<file path="config.mk">
export PLATFORM = sky130hd
export DESIGN_NAME = lfu_slot_replacement_unit
export DESIGN_NICKNAME = d
export VERILOG_FILES = /design/src/rtl/lfu_pkg.sv /design/src/rtl/lfu_datapath.sv /design/src/rtl/lfu_ctrl.sv /design/src/rtl/lfu_slot_replacement_unit.sv
export SDC_FILE = /design/constraint.sdc
export NUM_CORES = 2
export LEC_CHECK = 0
export BUFFER_PORTS_ARGS = -buffer_cell sky130_fd_sc_hd__buf_4
export CORE_ASPECT_RATIO = 0.7
export CORE_MARGIN = 2
export CORE_UTILIZATION = 50
export CTS_CLUSTER_DIAMETER = 50
export CTS_CLUSTER_SIZE = 20
export DETAILED_ROUTE_END_ITERATION = 7
export GPL_TIMING_DRIVEN = 0
export PLACE_DENSITY = 0.69
export SYNTH_ARGS = -nofsm -noshare
export SYNTH_HDL_FRONTEND = slang
export SYNTH_SLANG_ARGS = --single-unit
</file>
<file path="constraint.sdc">
create_clock -name aclk -period 7.9 [get_ports aclk]
set_input_delay 1.58 -clock aclk [delete_from_list [all_inputs] [get_ports aclk]]
set_output_delay 1.58 -clock aclk [all_outputs]
set_load 0.005 [all_outputs]
</file>
<file path="src/rtl/lfu_pkg.sv">
// Shared constants, result codes and controller/datapath interface types for the LFU slot unit.
package lfu_pkg;

    localparam int MAX_SLOTS = 32;                       // built slot count
    localparam int SLOT_W    = $clog2(MAX_SLOTS);        // slot index width
    localparam int NUM_W     = $clog2(MAX_SLOTS + 1);    // holds a slot count
    localparam int ID_W      = 8;
    localparam int HITS_W    = 16;
    localparam int STAMP_W   = 32;
    localparam int CFG_W     = 6;
    localparam int EV_W      = 3;

    localparam logic [CFG_W-1:0] CFG_RESET = CFG_W'(32);

    typedef enum logic [EV_W-1:0] {
        EV_HIT        = 3'd0,
        EV_FILL       = 3'd1,
        EV_REPLACE    = 3'd2,
        EV_LIST_ENTRY = 3'd3,
        EV_LIST_EMPTY = 3'd4
    } ev_t;

    // controller -> datapath
    typedef struct packed {
        logic load_req;    // capture request, clear listing progress
        logic scan_clr;    // restart slot scan and its trackers
        logic scan_step;   // look at one slot, advance index
        logic cnt_en;      // count occupied slots on this step
        logic commit;      // apply recommend update, load result
        logic list_emit;   // load selected listing entry, move past it
        logic list_empty;  // load the listing-empty result
    } cmd_t;

    // datapath -> controller
    typedef struct packed {
        logic in_dump;     // offered request is a dump
        logic in_id_zero;  // offered recommend carries id 0
        logic scan_last;   // index sits on the last active slot
        logic list_none;   // no occupied active slot
        logic list_last;   // next listing entry is the final one
        logic out_free;    // result register can take a new result
    } sts_t;

endpackage

</file>
<file path="src/rtl/lfu_datapath.sv">
// Slot storage, scan trackers, request counter and result register of the LFU slot unit.
module lfu_datapath import lfu_pkg::*; (
    input  logic                aclk,
    input  logic                aresetn,
    input  logic                cfg_wr_en,
    input  logic [CFG_W-1:0]    cfg_wr_data,
    input  logic [0:0]          s_tuser,     // kind
    input  logic [7:0]          s_tdata,     // candidate_id
    input  cmd_t                cmd,
    output sts_t                sts,
    output logic                m_tvalid,
    input  logic                m_tready,
    output logic [31:0]         m_tdata,     // entry_id, evicted_id, ref_count
    output logic [EV_W-1:0]     m_tuser,     // event_res
    output logic                m_tlast
);

    logic [ID_W-1:0]    key_reg   [MAX_SLOTS];
    logic [HITS_W-1:0]  hits_reg  [MAX_SLOTS];
    logic [STAMP_W-1:0] stamp_reg [MAX_SLOTS];

    logic [CFG_W-1:0]   cfg_reg;
    logic [STAMP_W-1:0] seq_reg;
    logic [ID_W-1:0]    req_id_reg;
    logic [SLOT_W-1:0]  idx_reg;
    logic [SLOT_W-1:0]  cap_m1;

    // recommend trackers
    logic               hit_v_reg;
    logic [SLOT_W-1:0]  hit_idx_reg;
    logic [HITS_W-1:0]  hit_hits_reg;
    logic               free_v_reg;
    logic [SLOT_W-1:0]  free_idx_reg;
    logic [SLOT_W-1:0]  vic_idx_reg;
    logic [HITS_W-1:0]  vic_hits_reg;
    logic [STAMP_W-1:0] vic_stamp_reg;
    logic [ID_W-1:0]    vic_key_reg;

    // listing trackers
    logic [NUM_W-1:0]   list_n_reg;
    logic [NUM_W-1:0]   emit_cnt_reg;
    logic               prev_v_reg;
    logic [ID_W-1:0]    prev_key_reg;
    logic [SLOT_W-1:0]  prev_idx_reg;
    logic               sel_v_reg;
    logic [ID_W-1:0]    sel_key_reg;
    logic [SLOT_W-1:0]  sel_idx_reg;
    logic [HITS_W-1:0]  sel_hits_reg;

    // result register
    logic               m_tvalid_reg;
    ev_t                out_ev_reg;
    logic [ID_W-1:0]    out_entry_reg;
    logic [ID_W-1:0]    out_evict_reg;
    logic [HITS_W-1:0]  out_count_reg;
    logic               out_last_reg;

    logic [ID_W-1:0]    cur_key;
    logic [HITS_W-1:0]  cur_hits;
    logic [STAMP_W-1:0] cur_stamp;
    logic               vic_better;
    logic               after_prev;
    logic               sel_better;
    logic [HITS_W-1:0]  hit_inc;

    logic               wr_en;
    logic [SLOT_W-1:0]  wr_idx;
    logic [ID_W-1:0]    wr_key;
    logic [HITS_W-1:0]  wr_hits;
    logic [STAMP_W-1:0] wr_stamp;
    logic               out_load;
    ev_t                out_ev_next;
    logic [ID_W-1:0]    out_entry_next;
    logic [ID_W-1:0]    out_evict_next;
    logic [HITS_W-1:0]  out_count_next;
    logic               out_last_next;

    // active slots are 0 .. cap-1; register value 0 acts as 1, large values clamp
    always_comb begin
        if (cfg_reg == '0) begin
            cap_m1 = '0;
        end else if ({1'b0, cfg_reg} > (CFG_W+1)'(MAX_SLOTS)) begin
            cap_m1 = SLOT_W'(MAX_SLOTS - 1);
        end else begin
            cap_m1 = SLOT_W'(cfg_reg - CFG_W'(1));
        end
    end

    assign cur_key   = key_reg[idx_reg];
    assign cur_hits  = hits_reg[idx_reg];
    assign cur_stamp = stamp_reg[idx_reg];

    // strict compare keeps the lower slot on a full tie
    assign vic_better = (idx_reg == '0) || (cur_hits < vic_hits_reg) ||
                        ((cur_hits == vic_hits_reg) && (cur_stamp < vic_stamp_reg));
    // listing order is (id, slot) ascending
    assign after_prev = !prev_v_reg || (cur_key > prev_key_reg) ||
                        ((cur_key == prev_key_reg) && (idx_reg > prev_idx_reg));
    assign sel_better = (cur_key != '0) && after_prev &&
                        (!sel_v_reg || (cur_key < sel_key_reg));

    assign hit_inc = (hit_hits_reg == '1) ? hit_hits_reg : hit_hits_reg + HITS_W'(1);

    assign sts.in_dump    = s_tuser[0];
    assign sts.in_id_zero = (s_tdata == '0);
    assign sts.scan_last  = (idx_reg == cap_m1);
    assign sts.list_none  = (list_n_reg == '0);
    assign sts.list_last  = (emit_cnt_reg + NUM_W'(1) == list_n_reg);
    assign sts.out_free   = !m_tvalid_reg || m_tready;

    always_comb begin
        wr_en          = 1'b0;
        wr_idx         = vic_idx_reg;
        wr_key         = req_id_reg;
        wr_hits        = HITS_W'(1);
        wr_stamp       = seq_reg;
        out_load       = 1'b0;
        out_ev_next    = EV_LIST_EMPTY;
        out_entry_next = '0;
        out_evict_next = '0;
        out_count_next = '0;
        out_last_next  = 1'b1;
        if (cmd.commit) begin
            wr_en          = 1'b1;
            out_load       = 1'b1;
            out_entry_next = req_id_reg;
            out_count_next = HITS_W'(1);
            priority if (hit_v_reg) begin
                wr_idx         = hit_idx_reg;
                wr_key         = req_id_reg;
                wr_hits        = hit_inc;
                wr_stamp       = stamp_reg[hit_idx_reg];
                out_ev_next    = EV_HIT;
                out_count_next = hit_inc;
            end else if (free_v_reg) begin
                wr_idx      = free_idx_reg;
                out_ev_next = EV_FILL;
            end else begin
                wr_idx         = vic_idx_reg;
                out_ev_next    = EV_REPLACE;
                out_evict_next = vic_key_reg;
            end
        end else if (cmd.list_emit) begin
            out_load       = 1'b1;
            out_ev_next    = EV_LIST_ENTRY;
            out_entry_next = sel_key_reg;
            out_count_next = sel_hits_reg;
            out_last_next  = sts.list_last;
        end else if (cmd.list_empty) begin
            out_load = 1'b1;
        end
    end

    // keys reset to empty; counts and stamps are only read after a fill
    always_ff @(posedge aclk) begin
        if (!aresetn) begin
            for (int i = 0; i < MAX_SLOTS; i++) key_reg[i] <= '0;
        end else if (wr_en) begin
            key_reg[wr_idx] <= wr_key;
        end
    end

    always_ff @(posedge aclk) begin
        if (wr_en) begin
            hits_reg[wr_idx]  <= wr_hits;
            stamp_reg[wr_idx] <= wr_stamp;
        end
    end

    always_ff @(posedge aclk) begin
        if (!aresetn) begin
            cfg_reg      <= CFG_RESET;
            seq_reg      <= '0;
            m_tvalid_reg <= 1'b0;
        end else begin
            if (cfg_wr_en) cfg_reg <= cfg_wr_data;
            if (cmd.commit && seq_reg != '1) seq_reg <= seq_reg + STAMP_W'(1);
            if (out_load) begin
                m_tvalid_reg <= 1'b1;
            end else if (m_tready) begin
                m_tvalid_reg <= 1'b0;
            end
        end
    end

    always_ff @(posedge aclk) begin
        if (out_load) begin
            out_ev_reg    <= out_ev_next;
            out_entry_reg <= out_entry_next;
            out_evict_reg <= out_evict_next;
            out_count_reg <= out_count_next;
            out_last_reg  <= out_last_next;
        end
    end

    // scan index and trackers
    always_ff @(posedge aclk) begin
        if (!aresetn) begin
            idx_reg      <= '0;
            hit_v_reg    <= 1'b0;
            free_v_reg   <= 1'b0;
            sel_v_reg    <= 1'b0;
            prev_v_reg   <= 1'b0;
            list_n_reg   <= '0;
            emit_cnt_reg <= '0;
        end else begin
            if (cmd.load_req) begin
                req_id_reg   <= s_tdata;
                prev_v_reg   <= 1'b0;
                list_n_reg   <= '0;
                emit_cnt_reg <= '0;
            end
            if (cmd.list_emit) begin
                prev_v_reg   <= 1'b1;
                prev_key_reg <= sel_key_reg;
                prev_idx_reg <= sel_idx_reg;
                emit_cnt_reg <= emit_cnt_reg + NUM_W'(1);
            end
            if (cmd.scan_clr) begin
                idx_reg    <= '0;
                hit_v_reg  <= 1'b0;
                free_v_reg <= 1'b0;
                sel_v_reg  <= 1'b0;
            end else if (cmd.scan_step) begin
                idx_reg <= idx_reg + SLOT_W'(1);
                if (!hit_v_reg && cur_key == req_id_reg) begin
                    hit_v_reg    <= 1'b1;
                    hit_idx_reg  <= idx_reg;
                    hit_hits_reg <= cur_hits;
                end
                if (!free_v_reg && cur_key == '0) begin
                    free_v_reg   <= 1'b1;
                    free_idx_reg <= idx_reg;
                end
                if (vic_better) begin
                    vic_idx_reg   <= idx_reg;
                    vic_hits_reg  <= cur_hits;
                    vic_stamp_reg <= cur_stamp;
                    vic_key_reg   <= cur_key;
                end
                if (sel_better) begin
                    sel_v_reg    <= 1'b1;
                    sel_key_reg  <= cur_key;
                    sel_idx_reg  <= idx_reg;
                    sel_hits_reg <= cur_hits;
                end
                if (cmd.cnt_en && cur_key != '0) list_n_reg <= list_n_reg + NUM_W'(1);
            end
        end
    end

    assign m_tvalid = m_tvalid_reg;
    assign m_tdata  = {out_count_reg, out_evict_reg, out_entry_reg};
    assign m_tuser  = out_ev_reg;
    assign m_tlast  = out_last_reg;

endmodule

</file>
<file path="src/rtl/lfu_ctrl.sv">
// Sequencing state machine of the LFU slot unit.
module lfu_ctrl import lfu_pkg::*; (
    input  logic aclk,
    input  logic aresetn,
    input  logic s_tvalid,
    output logic s_tready,
    input  sts_t sts,
    output cmd_t cmd
);

    typedef enum logic [7:0] {
        ST_IDLE  = 8'b0000_0001,
        ST_SCAN  = 8'b0000_0010,
        ST_UPD   = 8'b0000_0100,
        ST_CNT   = 8'b0000_1000,
        ST_LPREP = 8'b0001_0000,
        ST_LSCAN = 8'b0010_0000,
        ST_LEMIT = 8'b0100_0000,
        ST_EMPTY = 8'b1000_0000
    } state_t;

    state_t state_reg;
    state_t state_next;

    always_comb begin
        state_next = state_reg;
        cmd        = '0;
        s_tready   = 1'b0;
        unique case (state_reg)
            ST_IDLE: begin
                s_tready = 1'b1;
                if (s_tvalid) begin
                    cmd.load_req = 1'b1;
                    cmd.scan_clr = 1'b1;
                    priority if (sts.in_dump) begin
                        state_next = ST_CNT;
                    end else if (!sts.in_id_zero) begin
                        state_next = ST_SCAN;
                    end else begin
                        state_next = ST_IDLE;   // id 0 dropped
                    end
                end
            end
            ST_SCAN: begin
                cmd.scan_step = 1'b1;
                if (sts.scan_last) state_next = ST_UPD;
            end
            ST_UPD: begin
                if (sts.out_free) begin
                    cmd.commit = 1'b1;
                    state_next = ST_IDLE;
                end
            end
            ST_CNT: begin
                cmd.scan_step = 1'b1;
                cmd.cnt_en    = 1'b1;
                if (sts.scan_last) state_next = ST_LPREP;
            end
            ST_LPREP: begin
                cmd.scan_clr = 1'b1;
                state_next   = sts.list_none ? ST_EMPTY : ST_LSCAN;
            end
            ST_LSCAN: begin
                cmd.scan_step = 1'b1;
                if (sts.scan_last) state_next = ST_LEMIT;
            end
            ST_LEMIT: begin
                if (sts.out_free) begin
                    cmd.list_emit = 1'b1;
                    cmd.scan_clr  = 1'b1;
                    state_next    = sts.list_last ? ST_IDLE : ST_LSCAN;
                end
            end
            ST_EMPTY: begin
                if (sts.out_free) begin
                    cmd.list_empty = 1'b1;
                    state_next     = ST_IDLE;
                end
            end
            default: begin
                state_next = ST_IDLE;
            end
        endcase
    end

    always_ff @(posedge aclk) begin
        if (!aresetn) begin
            state_reg <= ST_IDLE;
        end else begin
            state_reg <= state_next;
        end
    end

endmodule

</file>
<file path="src/rtl/lfu_slot_replacement_unit.sv">
// Top level of the LFU slot replacement unit: controller plus datapath.
// Holds up to 32 slots of (id, reference count, insertion stamp). A recommend
// request (s_tuser = 0) with a nonzero id hits, fills the lowest free active slot
// or evicts the active slot with the lowest count, oldest insertion on a tie,
// lowest slot on a full tie; it returns one result. A recommend for id 0 is
// dropped without a result. A dump request (s_tuser = 1) lists the occupied
// active slots by ascending id (equal ids in slot order), last one flagged with
// m_tlast, or returns a single listing-empty result. Active slots are 0 ..
// cap-1, cap being cfg_wr_data as last written, clamped to 1..32 (reset 32);
// write it only while no request is in progress. The slot store is scanned
// one slot per cycle. A recommend scans the active slots, then commits its
// result once the result register is free; a dropped id-0 recommend ends at
// acceptance. A dump scans once to count entries, then runs a fresh minimum
// search over the slots for each listed entry, or gives the listing-empty
// result. The result register can also hold a result while m_tready is low. A new
// request is taken as soon as the unit is back to idle, even while the final
// result is still waiting to be taken.
module lfu_slot_replacement_unit import lfu_pkg::*; (
    input  logic               aclk,
    input  logic               aresetn,
    // configuration: slots_in_use
    input  logic               cfg_wr_en,
    input  logic [CFG_W-1:0]   cfg_wr_data,
    // request channel
    input  logic               s_tvalid,
    output logic               s_tready,
    input  logic [7:0]         s_tdata,   // [7:0] candidate_id
    input  logic [0:0]         s_tuser,   // [0] kind: 0 recommend, 1 dump
    // result channel
    output logic               m_tvalid,
    input  logic               m_tready,
    output logic [31:0]        m_tdata,   // [7:0] entry_id, [15:8] evicted_id,
                                          // [31:16] ref_count
    output logic [EV_W-1:0]    m_tuser,   // [2:0] event_res
    output logic               m_tlast    // final result of the request
);

    cmd_t cmd;
    sts_t sts;

    lfu_ctrl u_ctrl (
        .aclk     (aclk),
        .aresetn  (aresetn),
        .s_tvalid (s_tvalid),
        .s_tready (s_tready),
        .sts      (sts),
        .cmd      (cmd)
    );

    lfu_datapath u_datapath (
        .aclk        (aclk),
        .aresetn     (aresetn),
        .cfg_wr_en   (cfg_wr_en),
        .cfg_wr_data (cfg_wr_data),
        .s_tuser     (s_tuser),
        .s_tdata     (s_tdata),
        .cmd         (cmd),
        .sts         (sts),
        .m_tvalid    (m_tvalid),
        .m_tready    (m_tready),
        .m_tdata     (m_tdata),
        .m_tuser     (m_tuser),
        .m_tlast     (m_tlast)
    );

endmodule

</file>
==> summary.txt <==
Final layout
  – Fin nets: about 5000
  – Layout cell share with drive strength beyond 1: a little under a third
  – Filler cell count: approximately 13000
  – Final core utilization: about 57%
  – Commonest non-fill, non-tap cell in the layout: edfxtp_1
  – Filler-free cell count of the finished design: roughly 7400
  – Area grow syn2layout: 12.8%
  – Most frequent cells in the layout: 1965 x edfxtp_1, 846 x mux4_2, 275 x and2_1, 150 x clkbuf_16, 147 x clkbuf_1
  – Max FFs per register: just over 1000

Power
  – Seq pwr share: a little under three fifths
  – Power Total: ~0.021 W
  – Pwr per Cell Area: approximately 210 nW/µm²
  – Combinational Power Share: roughly 5.6%
  – Switch share: 23.2%
  – Leakage power: approximately 36 nW
  – Clock Power Share: 38.1%
  – Sw Pwr: slightly below 0.005 W
  – Internal: ~0.016 W
  – VDD IR max: between 0.2 and 0.3 mV

Yosys
  – Post-synth top flop: edfxtp_1
  – Avg Cell Area, Syn: around 20 µm²
  – Mapped Area: ~90000 µm²
  – Mapped Cells: roughly 4600
  – Yosys reg bits: approximately 2000
  – Ys async rst share: 0%
  – Post-synth EDFFs: ~2000
  – Top cell type by total area after synthesis: edfxtp_1
  – Synth top area share: between 60 and 70%
  – Ys Warns: 0
  – Largest cells by area after synthesis: edfxtp_1 66%, mux4_2 21%, and2_1 1.9%, dfxtp_1 1.7%, ha_1 1.1%
  – Sequential-to-total area share from yosys stat: between 60% and 70%
  – Post-Syn Nets: ~4700
  – Synth unique cells: 66

Clock network
  – CTS Hold Bufs: 0
  – H-Tree Depth: 4
  – CTS tree: done
  – Root buffer cell: clkbuf_16
  – Clk buf depth: 3
  – Clock sink count: approximately 2000
  – CTS Buf Count: ~150
  – Clock latency at the later pin of the worst-skew pair: 850 ps
  – Clock transition at path regs: approximately 80 ps

STA
  – Period Utilization, post-route: between 90% and 100%
  – Max-slew violation count: 43
  – Fin. Hold Viols: 0
  – RSZ-0062 raised after global routing: no
  – Clk_skew: 50.0 ps
  – Max-slew headroom: -5.29%
  – Slew @ Worst Pin: 1580 ps
  – Final Critical Period: slightly below 8000 ps
  – Final setup fails: 0
  – Max Clk Rate: approximately 130 MHz
  – Final Worst Setup Slack: between 60 and 70 ps

Critical path
  – Startpoint types: register
  – R2r setup slk: approximately 66 ps
  – Worst Path Required: 8430 ps
  – Setup Crit Path Kind: register to register
  – Crit. End Element: register
  – Worst r2r path cells: 15
  – Critical Path AT: roughly 8400 ps
  – Reg-to-Reg End: u_datapath.vic_stamp_reg[18]
  – CP Max Fanout: 24

Floorplanning
  – Die Area: between 150000 and 200000 µm²
  – Core area: 179000 µm²
  – # rows: 130
  – Die height: between 300 and 400 µm
  – Ports: 58
  – DIE WIDTH: 511 µm
  – Starting Density: between 50 and 60%

Placement
  – Dpl cells: between 7000 and 8000
  – Dpl hpwl: between 200000 and 250000 µm
  – Routability cong.: between 0.9 and 1
  – Place WS: -1410 ps
  – I/O Buffers: 56

Global routing
  – Vias in the first global route: around 50000
  – First-pass GRT wire length: between 300000 and 400000 µm
  – Grt total ovfl: 0
  – Initial antenna violation count: 18
  – All-Layer GR Usage: 32.0%
  – Largest net degree at the start of global routing: 34

Routing
  – Pre-antenna DRT Iters: 6
  – Post-DR vias/cell: approximately 7.0
  – DR WL/cell: 39.6 µm
  – Final WL: 293000 µm
  – DRC violations left: 0
  – Post-route ant nets: 0
  – Total number of vias: between 50000 and 60000
  – DRT iter0 DRCs: about 11000

Min path
  – Hold Crit Class: register to register
  – Hold Crit Depth: 0
  – Hold_sp: u_datapath.sel_idx_reg[3]
  – Min-Delay Endpoint: u_datapath.prev_idx_reg[3]

Run status
  – Failing checks: max-capacitance violations, max-slew violations
  – Status: finished with violations

Job
  – Max-cap violations: 8
## logic make-up (layout without fill, tap and decap cells)
kind of cell | after synthesis | in the layout | synth area share (%)
compound gates | 241 | 241 | 1.64
xor+xnor | 66 | 66 | 0.658
fa+ha+maj | 77 | 77 | 1.07
buf+inv | 374 | 823 | 1.66
flops | 2043 | 2043 | 67.4
mux | 991 | 991 | 22.9
other cells | 0 | 3 | 0
simple gates | 788 | 788 | 4.72
## cell usage after synthesis, types with 30 or more instances
cell type,count
o21ai_0,96
mux2_2,57
mux4_2,846
a21o_1,37
buf_1,44
xor2_1,35
buf_2,47
nand4_1,44
nand3_1,53
inv_1,90
nor2_1,167
mux2i_1,88
a21oi_1,45
xnor2_1,30
ha_1,76
clkbuf_1,186
dfxtp_1,78
nand2_1,114
and2_1,275
edfxtp_1,1965
## worst max-delay path by stage
stage	start	endpoint	slack [ps]	cells past startpoint
after floorplan	register	u_datapath.vic_hits_reg[0]	1170	19
final	register	u_datapath.vic_stamp_reg[18]	70	15
after global placement	register	u_datapath.vic_stamp_reg[0]	-3320	17
after global routing	register	u_datapath.vic_stamp_reg[20]	50	19
after CTS	register	u_datapath.vic_stamp_reg[20]	340	19
after detailed placement	register	u_datapath.vic_stamp_reg[0]	-1410	21
## power by group through the flow
stage	Combinational [W]	Clock (W)	Sequential (W)
finish	0.00118	0.00805	0.0119
global placement	0.00113	0	0.0121
global route	0.00124	0.00844	0.0119
CTS	0.00117	0.00806	0.0119
floorplan	0.000715	0	0.0121
detailed placement	0.00116	0	0.0121
## cell type report
type / count / area, µm² / area share [%]
well taps: 2376 / 2970 / 2.93
flip-flops and latches: 2043 / 60600 / 59.7
clock inverters: 88 / 1070 / 1.06
repair buffers: 195 / 2970 / 2.92
diodes: 3 / 7.51 / 0.00740
inverters: 91 / 342 / 0.337
clock buffers: 167 / 3830 / 3.77
multi-input cells: 2163 / 28400 / 28.0
plain buffers: 282 / 1260 / 1.25
## critical path, cell delays in order (launching register included)
cell      delay (ps)
dfxtp_1          560
clkbuf_1         580
buf_1            800
clkbuf_1        1030
clkbuf_1         950
mux4_2           570
mux2_2           430
ha_1             320
nand4_1          170
nor4b_1          430
o311a_1          230
o211ai_1         250
a211o_1          440
a21oi_4          230
buf_12           230
buf_12           230
## stage by stage
step | hold slack (ps) | cell area (µm²) | TNS [ps]
global placement | 400 | 93300 | -3224360
floorplan | 400 | 89900 | 0
detailed placement | 405 | 96400 | -73420
CTS | 422 | 101000 | 0
global route | 429 | 101000 | 0
finish | 424 | 101000 | 0
## layer usage
layer  wire length [µm]  share of wire, %  GRT usage, %
met2             118000                40          42.3
met4               7840               2.7          8.38
met3              55800                19          15.2
met5                382              0.13         0.660
met1             111000                38          47.2
## what timing repair did
action,4_1_cts,5_1_grt
resized for setup,46,0
setup buffers,1,0
endpoints found under the setup margin,61,0
Power figures use the tool's default switching activity.
